==> src/hw/rtl/ptest_pkg.sv <==
// Package for the 64-bit primality test core: types, constants, witness table.
// No dependencies.
package ptest_pkg;

  localparam int unsigned NumW  = 63;
  localparam int unsigned NBases = 7;
  localparam int unsigned BaseIdxW = 3;
  localparam int unsigned BitCntW = 6;

  typedef logic [NumW-1:0] num_t;

  typedef enum logic [3:0] {
    StIdle,
    StMod3,
    StBaseRed,
    StBaseChk,
    StSplit,
    StMulStart,
    StMulRun,
    StMulDone,
    StVerdictA,
    StSquareChk,
    StDone
  } state_e;

  typedef enum logic [1:0] {
    OpVB,
    OpBB,
    OpVV
  } mulop_e;

  function automatic num_t witness_base(input logic [BaseIdxW-1:0] idx);
    num_t b;
    b = '0;
    unique case (idx)
      3'd0:    b = num_t'(64'd2);
      3'd1:    b = num_t'(64'd325);
      3'd2:    b = num_t'(64'd9375);
      3'd3:    b = num_t'(64'd28178);
      3'd4:    b = num_t'(64'd450775);
      3'd5:    b = num_t'(64'd9780504);
      3'd6:    b = num_t'(64'd1795265022);
      default: b = '0;
    endcase
    return b;
  endfunction

endpackage

==> src/hw/rtl/primality_test_64bit_core.sv <==
// Top level of the 64-bit primality test (deterministic Miller-Rabin).
// Depends on ptest_pkg.
//
// channel | signals                              | dir
// in      | number_i, number_valid_i/ready_o      | request in
// out     | is_prime_o, is_prime_valid_o/ready_i  | request out
//
// One shared shift-and-add modular multiplier (63 steps, one bit a cycle)
// does every modular product under the sequencer below. n mod 15 is folded
// from nibble sums, 16 bits a cycle, top group first; mod 3 and mod 5 follow
// from it. Base mod n uses a restoring remainder pass over the base bits.
// For a large prime the run time is set by the multiplier loop.
// Reset clears the sequencer; the core accepts a request only when idle and
// the output register is empty, and holds the result until it is taken.
module primality_test_64bit_core (
  input  logic                   clk_i,
  input  logic                   rst_ni,
  input  logic [62:0]            number_i,
  input  logic                   number_valid_i,
  output logic                   number_ready_o,
  output logic                   is_prime_o,
  output logic                   is_prime_valid_o,
  input  logic                   is_prime_ready_i
);
  import ptest_pkg::*;

  state_e state_q, state_d;
  num_t n_q, n_d, d_q, d_d, e_q, e_d, v_q, v_d, b_q, b_d;
  num_t acc_q, acc_d, mx_q, mx_d, my_q, my_d;
  logic [BitCntW-1:0] cnt_q, cnt_d;   // bit position of multiplier / remainder
  logic [BitCntW-1:0] s_q, s_d, j_q, j_d;
  logic [BaseIdxW-1:0] bi_q, bi_d;
  mulop_e op_q, op_d;
  logic [3:0] r15_q, r15_d;            // running n mod 15
  logic [31:0] rb_q, rb_d;             // base mod n (bases < 2^31)
  logic res_q, res_d, ovld_q, ovld_d;

  // shared modular double-and-add step
  logic [63:0] dbl, dbl_r, addx;
  num_t step1, step2;
  logic ybit;
  // small-factor screen: 16^k = 1 mod 15, so n mod 15 is the nibble sum mod 15
  logic [63:0] n_ext;
  logic [15:0] grp;
  logic [6:0] gsum;
  logic [4:0] gfold;
  logic [3:0] r15_nx;
  logic [2:0] r3sum;
  logic div3, div5;
  // serial base remainder step
  logic [32:0] rbx;
  num_t base_full;
  logic [63:0] rb_ext;

  assign ybit  = my_q[cnt_q];
  assign dbl   = {acc_q, 1'b0};
  assign dbl_r = (dbl >= {1'b0, n_q}) ? dbl - {1'b0, n_q} : dbl;
  assign step1 = dbl_r[62:0];
  assign addx  = {1'b0, step1} + {1'b0, mx_q};
  assign step2 = ybit ? ((addx >= {1'b0, n_q}) ? num_t'(addx - {1'b0, n_q}) : addx[62:0])
                      : step1;

  assign n_ext  = {1'b0, n_q};
  assign grp    = n_ext[{cnt_q[1:0], 4'b0000} +: 16];
  assign gsum   = 7'(r15_q) + 7'(grp[15:12]) + 7'(grp[11:8]) + 7'(grp[7:4])
                + 7'(grp[3:0]);
  assign gfold  = 5'(gsum[6:4]) + 5'(gsum[3:0]);
  assign r15_nx = (gfold >= 5'd15) ? 4'(gfold - 5'd15) : gfold[3:0];
  // 4 = 1 mod 3 and 4 = -1 mod 5 on the residue below 15
  assign r3sum  = 3'(r15_nx[3:2]) + 3'(r15_nx[1:0]);
  assign div3   = (r3sum == 3'd0) || (r3sum == 3'd3) || (r3sum == 3'd6);
  assign div5   = (r15_nx[3:2] == r15_nx[1:0]);

  assign base_full = witness_base(bi_q);
  assign rbx = {rb_q, base_full[cnt_q]};
  assign rb_ext = {32'd0, rb_q};

  assign number_ready_o   = (state_q == StIdle) && !ovld_q;
  assign is_prime_o       = res_q;
  assign is_prime_valid_o = ovld_q;

  always_comb begin
    state_d = state_q; n_d = n_q; d_d = d_q; e_d = e_q; v_d = v_q; b_d = b_q;
    acc_d = acc_q; mx_d = mx_q; my_d = my_q; cnt_d = cnt_q; s_d = s_q; j_d = j_q;
    bi_d = bi_q; op_d = op_q; r15_d = r15_q; rb_d = rb_q;
    res_d = res_q; ovld_d = ovld_q;
    if (ovld_q && is_prime_ready_i) ovld_d = 1'b0;
    unique case (state_q)
      StIdle: begin
        if (number_valid_i && number_ready_o) begin
          n_d = number_i; r15_d = '0;
          cnt_d = BitCntW'(3);
          state_d = StMod3;
        end
      end
      StMod3: begin
        // fold one 16-bit group a cycle, top group first
        r15_d = r15_nx;
        if (cnt_q == '0) begin
          if (n_q == num_t'(2) || n_q == num_t'(3) || n_q == num_t'(5)) begin
            res_d = 1'b1; state_d = StDone;
          end else if (n_q < num_t'(2) || !n_q[0] || div3 || div5) begin
            res_d = 1'b0; state_d = StDone;
          end else begin
            bi_d = '0; rb_d = '0; cnt_d = BitCntW'(NumW - 1); state_d = StBaseRed;
          end
        end else begin
          cnt_d = cnt_q - BitCntW'(1);
        end
      end
      StBaseRed: begin
        // base mod n; the remainder stays below 2^31 since the base does
        if ({31'd0, rbx} >= {1'b0, n_q}) rb_d = 32'(rbx - 33'(n_q));
        else rb_d = rbx[31:0];
        if (cnt_q == '0) state_d = StBaseChk;
        else cnt_d = cnt_q - BitCntW'(1);
      end
      StBaseChk: begin
        if (rb_q == '0) begin
          if (bi_q == BaseIdxW'(NBases - 1)) begin
            res_d = 1'b1; state_d = StDone;
          end else begin
            bi_d = bi_q + BaseIdxW'(1); rb_d = '0; cnt_d = BitCntW'(NumW - 1);
            state_d = StBaseRed;
          end
        end else begin
          d_d = n_q - num_t'(1); s_d = '0;
          b_d = rb_ext[62:0]; v_d = num_t'(1);
          state_d = StSplit;
        end
      end
      StSplit: begin
        if (!d_q[0]) begin
          d_d = d_q >> 1; s_d = s_q + BitCntW'(1);
        end else begin
          e_d = d_q; state_d = StMulStart;
          op_d = d_q[0] ? OpVB : OpBB;
        end
      end
      StMulStart: begin
        // pick operands for the next exponent step
        acc_d = '0; cnt_d = BitCntW'(NumW - 1);
        if (op_q == OpVV) begin
          mx_d = v_q; my_d = v_q;
        end else if (op_q == OpVB) begin
          mx_d = v_q; my_d = b_q;
        end else begin
          mx_d = b_q; my_d = b_q;
        end
        state_d = StMulRun;
      end
      StMulRun: begin
        acc_d = step2;
        if (cnt_q == '0) state_d = StMulDone;
        else cnt_d = cnt_q - BitCntW'(1);
      end
      StMulDone: begin
        state_d = StMulStart;
        unique case (op_q)
          OpVB: begin
            v_d = acc_q; op_d = OpBB;
          end
          OpBB: begin
            b_d = acc_q; e_d = e_q >> 1;
            if ((e_q >> 1) == '0) state_d = StVerdictA;
            else op_d = e_q[1] ? OpVB : OpBB;
          end
          OpVV: begin
            v_d = acc_q; j_d = j_q + BitCntW'(1); state_d = StSquareChk;
          end
          default: state_d = StIdle;
        endcase
      end
      StVerdictA: begin
        j_d = BitCntW'(1);
        if (v_q == num_t'(1) || v_q == n_q - num_t'(1)) state_d = StSquareChk;
        else if (s_q > BitCntW'(1)) begin
          op_d = OpVV; state_d = StMulStart;
        end else begin
          res_d = 1'b0; state_d = StDone;
        end
        if (v_q == num_t'(1) || v_q == n_q - num_t'(1)) j_d = '1; // mark pass
      end
      StSquareChk: begin
        // j all ones flags a pass from the first verdict
        if (j_q == '1 || v_q == n_q - num_t'(1)) begin
          if (bi_q == BaseIdxW'(NBases - 1)) begin
            res_d = 1'b1; state_d = StDone;
          end else begin
            bi_d = bi_q + BaseIdxW'(1); rb_d = '0; cnt_d = BitCntW'(NumW - 1);
            state_d = StBaseRed;
          end
        end else if (v_q == num_t'(1) || j_q >= s_q) begin
          res_d = 1'b0; state_d = StDone;
        end else begin
          op_d = OpVV; state_d = StMulStart;
        end
      end
      StDone: begin
        ovld_d = 1'b1; state_d = StIdle;
      end
      default: state_d = StIdle;
    endcase
  end

  always_ff @(posedge clk_i or negedge rst_ni) begin
    if (!rst_ni) begin
      state_q <= StIdle;
      ovld_q  <= 1'b0;
    end else begin
      state_q <= state_d;
      ovld_q  <= ovld_d;
    end
  end

  always_ff @(posedge clk_i) begin
    n_q <= n_d; d_q <= d_d; e_q <= e_d; v_q <= v_d; b_q <= b_d;
    acc_q <= acc_d; mx_q <= mx_d; my_q <= my_d; cnt_q <= cnt_d;
    s_q <= s_d; j_q <= j_d; bi_q <= bi_d; op_q <= op_d;
    r15_q <= r15_d; rb_q <= rb_d; res_q <= res_d;
  end

  // accumulator never reaches the modulus during a product
  a_acc_lt_n: assert property (@(posedge clk_i) disable iff (!rst_ni)
    state_q == StMulRun |-> acc_q < n_q) else $error("acc out of range");
  // a result appears only from the finishing state
  a_out_src: assert property (@(posedge clk_i) disable iff (!rst_ni)
    $rose(is_prime_valid_o) |-> $past(state_q) == StDone) else $error("stray result");
  // no new request while a result is pending
  a_no_overlap: assert property (@(posedge clk_i) disable iff (!rst_ni)
    is_prime_valid_o |-> !number_ready_o) else $error("overlap");

endmodule

==> config.mk <==
export PLATFORM = sky130hd
export DESIGN_NAME = primality_test_64bit_core
export DESIGN_NICKNAME = d
export VERILOG_FILES = /design/src/hw/rtl/ptest_pkg.sv /design/src/hw/rtl/primality_test_64bit_core.sv
export SDC_FILE = /design/constraint.sdc
export NUM_CORES = 2
export LEC_CHECK = 0
export ABC_AREA = 0
export BUFFER_PORTS_ARGS = -buffer_cell sky130_fd_sc_hd__buf_2
export CORE_MARGIN = 1.5
export CORE_UTILIZATION = 32
export DETAILED_ROUTE_END_ITERATION = 16
export PLACE_DENSITY_LB_ADDON = 0.12
export SLEW_MARGIN = 20
export SYNTH_ARGS = -nofsm -noshare
export SYNTH_HDL_FRONTEND = slang
export SYNTH_SLANG_ARGS = --single-unit
==> constraint.sdc <==
create_clock -name clk_i -period 16.4 [get_ports clk_i]
set_clock_uncertainty 0.15 [all_clocks]
set_input_delay 0.82 -clock clk_i [delete_from_list [all_inputs] [get_ports clk_i]]
set_output_delay 0.82 -clock clk_i [all_outputs]
set_load 0.03 [all_outputs]
## After elaboration in Yosys (flattened, before gate mapping)

Cells that the tools add are included.
Widths: inputs -> output; s select.

- Word-level logic and storage cells: 241
- Bits in writable memories: 0
- Bits of input ports: 67
- Output and inout bits: 3
- ROM bits: 0
- Register bits after elaboration: 569
- Bits in latches: 0
- Memories kept: 0

- Equal/unequal tests: 53
- Div/mod/pow operators: 0
- Add/subtract/negate cells: 16
- Shifts and indexed selects: 1
- Multipliers: 0
- $lt $le $gt $ge: 8
- Bitwise gates (word level): 0
- Reduce and logical (&&, ||, !) cells: 50
- Mux-type cells: 94

Operators by type and width:

| kind | number |
|---|---|
| $mux 63 | 14 |
| $pmux 63 s2 | 5 |
| $mux 32 | 7 |
| $pmux 31 s7 | 1 |
| $ge 64x63->1 | 2 |
| $pmux 32 s4 | 1 |
| $eq 63x2->1 const B | 2 |
| $sub 63x63->63 | 2 |
| $mux 6 | 12 |
| $add 63x63->64 | 1 |
| $mux 4 | 16 |
| $shiftx 64x7->16 | 1 |
| $eq 63x1->1 const B | 1 |
| $eq 63x3->1 const B | 1 |
| $eq 63x63->1 | 1 |
| $ge 33x63->1 | 1 |
| $logic_not 63->1 | 1 |
| $lt 63x2->1 const B | 1 |
| $sub 63x1->63 const B | 1 |
| $pmux 4 s10 | 1 |
| $ne 2x2->1 const B | 19 |
| $pmux 6 s6 | 1 |
| $logic_not 32->1 | 1 |
| $sub 32x32->32 | 1 |
| other kinds (56) | 128 |

## Longest topological paths before layout

- Depth after elaboration: 18
- Mapped depth: 45
- Mapped depth without buffers: 39

## Worst setup path after synthesis

No wires, ideal clock.

- Path type: reg2reg
- From: reg cnt_q[0]
- To: reg rb_q[0], enable pin
- Setup slack: 6,001 ps
- Setup time: 421 ps
- Period minus slack after synthesis: 10,399 ps
- Cell stages (with the launch flop): 36
- Data required time: 15,829 ps
- Path buffers: 5
- Arrival: 9,828 ps
- Cells stage by stage: edfxtp_1 > clkbuf_1 > clkbuf_1 > clkbuf_1 > buf_1 > clkbuf_1 > mux4_2 > fa_1 > inv_1 > fa_1 > fa_1 > inv_1 > ha_1 > inv_1 > fa_1 > inv_1 > a21o_1 > a21oi_1 > xnor2_1 > fa_1 > ha_1 > a21oi_1 > nor2_1 > a21oi_1 > xnor2_1 > ha_1 > inv_1 > fa_1 > nor3_1 > a21oi_1 > o21ai_0 > nand2_1 > nor3_1 > a21oi_1 > nand2b_1 > nor2_1

- Longest elaborated chain between the ends: 16
- Elaborated cells on any way between the ends: 22
- Those cells by class: add/sub: 7; order compare: 1; eq/ne: 5; shift: 1; mux: 1; reduce/logical: 7

Ends and longest elaborated chain:

| item | RTL line | RTL |
|---|---|---|
| start: declaration | primality_test_64bit_core.sv:30 | `logic [BitCntW-1:0] cnt_q, cnt_d;` |
| start signal: assignment | primality_test_64bit_core.sv:218 | `acc_q <= acc_d; mx_q <= mx_d; my_q <= my_d; cnt_q <= cnt_d;` |
| $shiftx 64x7->16 (*) | primality_test_64bit_core.sv:64 | `assign grp = n_ext[{cnt_q[1:0], 4'b0000} +: 16];` |
| $add 4x4->5 | primality_test_64bit_core.sv:65 | `assign gsum = 7'(r15_q) + 7'(grp[15:12]) + 7'(grp[11:8]) + 7'(grp[7:4])` |
| $add 5x4->6 | primality_test_64bit_core.sv:65 |  |
| $add 6x4->7 | primality_test_64bit_core.sv:65 |  |
| $add 7x4->7 (*) | primality_test_64bit_core.sv:66 | `+ 7'(grp[3:0]);` |
| $add 3x4->5 (*) | primality_test_64bit_core.sv:67 | `assign gfold = 5'(gsum[6:4]) + 5'(gsum[3:0]);` |
| $sub 4x4->4 or $ge 5x4->1 (tied branches) | primality_test_64bit_core.sv:68 | `assign r15_nx = (gfold >= 5'd15) ? 4'(gfold - 5'd15) : gfold[3:0];` |
| $mux 4 (*) | primality_test_64bit_core.sv:68 |  |
| named net r15_nx[0] | primality_test_64bit_core.sv:47 | `logic [3:0] r15_nx;` |
| $add 2x2->3 | primality_test_64bit_core.sv:70 | `assign r3sum = 3'(r15_nx[3:2]) + 3'(r15_nx[1:0]);` |
| $eq 3x2->1 or $logic_not 3->1 (tied branches) | primality_test_64bit_core.sv:71 | `assign div3 = (r3sum == 3'd0) \|\| (r3sum == 3'd3) \|\| (r3sum == 3'd6);` |
| $logic_or 1x1->1 (2 in a row) | primality_test_64bit_core.sv:71 |  |
| $logic_or 1x1->1 | primality_test_64bit_core.sv:102 | `end else if (n_q < num_t'(2) \|\| !n_q[0] \|\| div3 \|\| div5) begin` |
| $logic_or 1x1->1 (*) | primality_test_64bit_core.sv:102 |  |
| $ne 2x2->1 (no line) (*) | n/a |  |
| $reduce_and 6->1 (no line) (*) | n/a |  |
| end signal: assignment | primality_test_64bit_core.sv:220 | `r15_q <= r15_d; rb_q <= rb_d; res_q <= res_d;` |
| end: declaration | primality_test_64bit_core.sv:35 | `logic [31:0] rb_q, rb_d;` |

The timed path passes the listed nets; every way through them passes the cells marked *.
A chain may end at the register's enable or synchronous reset.

## Worst setup path in the final report

- From: reg n_q[2]
- To: reg acc_q[61], data pin

- Longest elaborated chain between the ends: 7
- Elaborated cells on any way between the ends: 9
- Those cells by class: add/sub: 3; order compare: 2; mux: 4

Ends and longest elaborated chain:

| item | RTL line | RTL |
|---|---|---|
| start: declaration | primality_test_64bit_core.sv:28 | `num_t n_q, n_d, d_q, d_d, e_q, e_d, v_q, v_d, b_q, b_d;` |
| start signal: assignment | primality_test_64bit_core.sv:217 | `n_q <= n_d; d_q <= d_d; e_q <= e_d; v_q <= v_d; b_q <= b_d;` |
| $sub 63x63->63 or $ge 64x63->1 (tied branches) | primality_test_64bit_core.sv:57 | `assign dbl_r = (dbl >= {1'b0, n_q}) ? dbl - {1'b0, n_q} : dbl;` |
| $mux 63 | primality_test_64bit_core.sv:57 |  |
| $add 63x63->64 | primality_test_64bit_core.sv:59 | `assign addx = {1'b0, step1} + {1'b0, mx_q};` |
| $sub 63x63->63 or $ge 64x63->1 (tied branches) | primality_test_64bit_core.sv:60 | `assign step2 = ybit ? ((addx >= {1'b0, n_q}) ? num_t'(addx - {1'b0, n_q}) : addx[62:0])` |
| $mux 63 | primality_test_64bit_core.sv:60 |  |
| $mux 63 (*) | primality_test_64bit_core.sv:60 |  |
| $pmux 63 s2 (*) | primality_test_64bit_core.sv:88 | `unique case (state_q)` |
| end signal: assignment | primality_test_64bit_core.sv:218 |  |
| end: declaration | primality_test_64bit_core.sv:29 | `num_t acc_q, acc_d, mx_q, mx_d, my_q, my_d;` |

Mark *: on every way between the ends. The rest lies on a longest branch, timed or not.

==> impl_metrics.csv <==
group,metric,value,unit
sta,setup_violations,0,
power_and_ir_drop,seq_power_share,49.5,%
synthesis,synth-seq-cells,568,
power_and_ir_drop,leakagePower,16.32,nW
placed_design,post-place-ws,4.187,ns
power_and_ir_drop,netSwitchingPower,0.0006766,W
placed_design,port_buffers,69,
status,status,"completed",
clock_network,cts_buffers,69,
global_route,grtUsageTotal,24.64,%
global_route,grt_max_degree,100,
routing,routed.top_layer,"met4",
clock_network,cts_resized,0,
synthesis,synth_edf_count,563,
routing,route.met2.wl,72.32,mm
synthesis,synth_top_area_share,39.87,%
critical_path,max_stage_delay,0.71,ns
routing,wl,170.5,mm
critical_path,cpMostUsedCell,"o21ai_0",
sta,period_share,75.27,%
sta,period_minus_slack,12.34,ns
routing,met3_length,9.806,mm
placed_design,dp_hpwl,133.4,mm
die,start_util,32.25,%
synthesis,synth_top_area_cell,"edfxtp_1",
synthesis,synthesis.instances,4357,
clock_network,path_clk_slew,0.06,ns
die,die_area,134700,sq um
die,pin_count,70,
routing,initialDrtViolationCount,3507,
synthesis,ys_types,95,
synthesis,synthTopCellsByCount,"edfxtp_1 (563), nand2_1 (474), a21oi_1 (304)",
clock_network,cts_tree,"yes",
synthesis,yosys-top-cells-area,"edfxtp_1 (40%), ha_1 (7.5%), mux2_2 (4.8%)",
die,row_count,133,
routing,viasPerCell,5.744,
synthesis,synth_ff_type,"edfxtp_1",
critical_path,required,16.65,ns
synthesis,async_reset_ff_share,0.8803,%
critical_path,crit_path_start_kind,"register",
die,die_y,367.0,um
synthesis,syn_nets,4696,
final_layout,drive_above_1_share,11.68,%
placed_design,post_dp_cell_area,44760,sq um
power_and_ir_drop,p_int,0.002502,W
clock_network,htreeDepth,3,
routing,vias,35410,
sta,tns,0,ns
clock_network,cts_sinks,568,
global_route,grt_pass1_wl,243.6,mm
global_route,grt_pass1_vias,33980,
power_and_ir_drop,p_sw_share,21.29,%
routing,dr.pass1.iters,6,
placed_design,place.gp.congestion,0.9777,
sta,clock.fmax,81.01,MHz
power_and_ir_drop,ir_drop,48.81,uV
synthesis,netlist_area,42400,sq um
sta,hold_viol_final,0,
final_layout,layout.nets,4693,
power_and_ir_drop,clock_power_share,50.2,%
global_route,antenna_found_initial,5,
routing,routedWlPerCell,27.65,um
synthesis,synth_area_per_cell,9.731,sq um
final_layout,fin_util,35.80,%
die,die_w,367.0,um
global_route,overflow,0,
synthesis,yosysWarningCount,0,
power_and_ir_drop,power_density,67.54,nW/um^2
critical_path,path_class,"register to register",
power_and_ir_drop,p_comb_share,0.3,%
sta,fin_ws,4.056,ns
sta,worst_pin_slew,1.179,ns
clock_network,cts-root-buf,"clkbuf_16",
critical_path,end_kind,"register",
routing,wl_met1,82.10,mm
min_path,hp-class,"input port to register",
synthesis,synth_most_common_cell,"edfxtp_1",
synthesis,synth-seq-area-share,40.17,%
sta,relSlewSlack,20.66,%
critical_path,path_max_fanout,58,
final_layout,fin_area,47060,sq um
final_layout,synthToLayoutAreaGrowth,11.00,%
sta,final_max_slew_viol_count,0,
die,core-area,131500,sq um
critical_path,arrival,12.59,ns
routing,postRouteAntennaNets,0,
critical_path,critPathSlowestCell,"a2111oi_0",
sta,rsz0062_at_grt,"false",
routing,drc,0,
clock_network,cts_max_path_buffers,3,
run,drv_cap,0,
clock_network,insertion_delay,0.66,ns
## power groups by stage
stage	sequential [W]	combinational [W]	clock, W
after CTS	0.00157	0.0000114	0.00163
after detailed placement	0.00160	0.0000109	0
after floorplan	0.00160	0.0000000122	0
after global placement	0.00160	0.0000110	0
after global routing	0.00157	0.0000118	0.00168
final	0.00157	0.0000111	0.00159
## critical path: cells and delay by family (launching register included)
kind	cells	cell delay, ns
buffers and inverters	3	1.07
DFF	1	0.68
xor gates and xnor gates	2	0.25
and+or+nand+nor	7	1.34
adders and majority gates	3	1.27
AOI/OAI and AO/OA	21	6.84
muxes	1	0.42
## cell usage in the layout (no fill, tap or decap), drive strengths merged, types with 20 or more instances in the layout
| master | netlist | routed |
|---|---|---|
| a21o | 160 | 160 |
| nand4 | 75 | 75 |
| nand2b | 41 | 41 |
| a31oi | 44 | 44 |
| clkinv | 2 | 29 |
| nand3b | 69 | 69 |
| nor2b | 41 | 41 |
| o21bai | 41 | 41 |
| and3 | 38 | 38 |
| inv | 180 | 185 |
| mux2 | 179 | 179 |
| clkbuf | 179 | 82 |
| a21oi | 306 | 306 |
| and2 | 80 | 80 |
| edfxtp | 563 | 563 |
| nor4 | 83 | 83 |
| mux4 | 34 | 34 |
| mux2i | 29 | 29 |
| nand3 | 95 | 95 |
| nor3 | 91 | 91 |
| o21ai | 262 | 262 |
| xor2 | 109 | 109 |
| nand2 | 475 | 475 |
| or3 | 21 | 21 |
| a211oi | 62 | 62 |
| xnor2 | 217 | 217 |
| buf | 24 | 128 |
| o211ai | 20 | 20 |
| nor2 | 279 | 279 |
| o21a | 42 | 42 |
| ha | 255 | 255 |
## worst paths after layout
kind                                   start                to  slack, ns  cells past startpoint
worst max register to register        n_q[2]         acc_q[61]       4.06                     37
max in group asynchronous             rst_ni  is_prime_valid_o      15.60                      2
worst min-delay path            number_i[56]           n_q[56]       0.19                      1
worst min register to register       e_q[18]           e_q[17]       0.39                      2
worst max-delay path                  n_q[2]         acc_q[61]       4.06                     37
min in group asynchronous             rst_ni        state_q[3]       0.37                      2
## cell type report
class | instances | area, sq um
multi-input cells | 3404 | 24060
clock buffers | 82 | 1818
well taps | 1755 | 2196
flip-flops and latches | 568 | 17030
inverters | 182 | 683.2
fillers | 13410 | 84400
clock inverters | 43 | 455.4
repair buffers | 129 | 810.8
diodes | 1 | 2.502
## flip-flops by register name, summed over array words and instances, names as in the netlist, 3 cells and up
signal and cells:
e_q 62, state_q 4, b_q 63, cnt_q 6
n_q 63, rb_q 32, my_q 63, mx_q 63
j_q 6, s_q 6, bi_q 3, d_q 63
r15_q 4, acc_q 63, v_q 63
## routing by layer
| metal | vias up | global-route usage (%) |
|---|---|---|
| met1 | 17600 | 36.54 |
| met5 | - | 0 |
| met2 | 1284 | 36.53 |
| met4 | 0 | 8.884 |
| met3 | 238 | 2.961 |
| li1 | 16290 | - |
## metrics by stage
stage	cells	total power (W)	hold WS, ns
4_1_cts	6162	0.003214	0.1491
6_report	6164	0.003179	0.1909
2_1_floorplan	4357	0.001604	0.3601
5_1_grt	6163	0.003265	0.1736
3_3_place_gp	6036	0.001615	0.3768
3_5_place_dp	6036	0.001615	0.3793
## cells by family after synthesis
logic type	synth area share (%)
buffers and inverters	3.473
AOI/OAI and AO/OA	16.86
adders and majority gates	8.328
muxes	7.254
xor gates and xnor gates	6.734
DFF	40.17
and+or+nand+nor	17.18
## timing repair
action | in CTS | in global routing
hold buffers | 1 | 0
endpoints found under the hold margin | 5 | 0
setup buffers | 0 | 0
(Power assumes the default switching activity.)
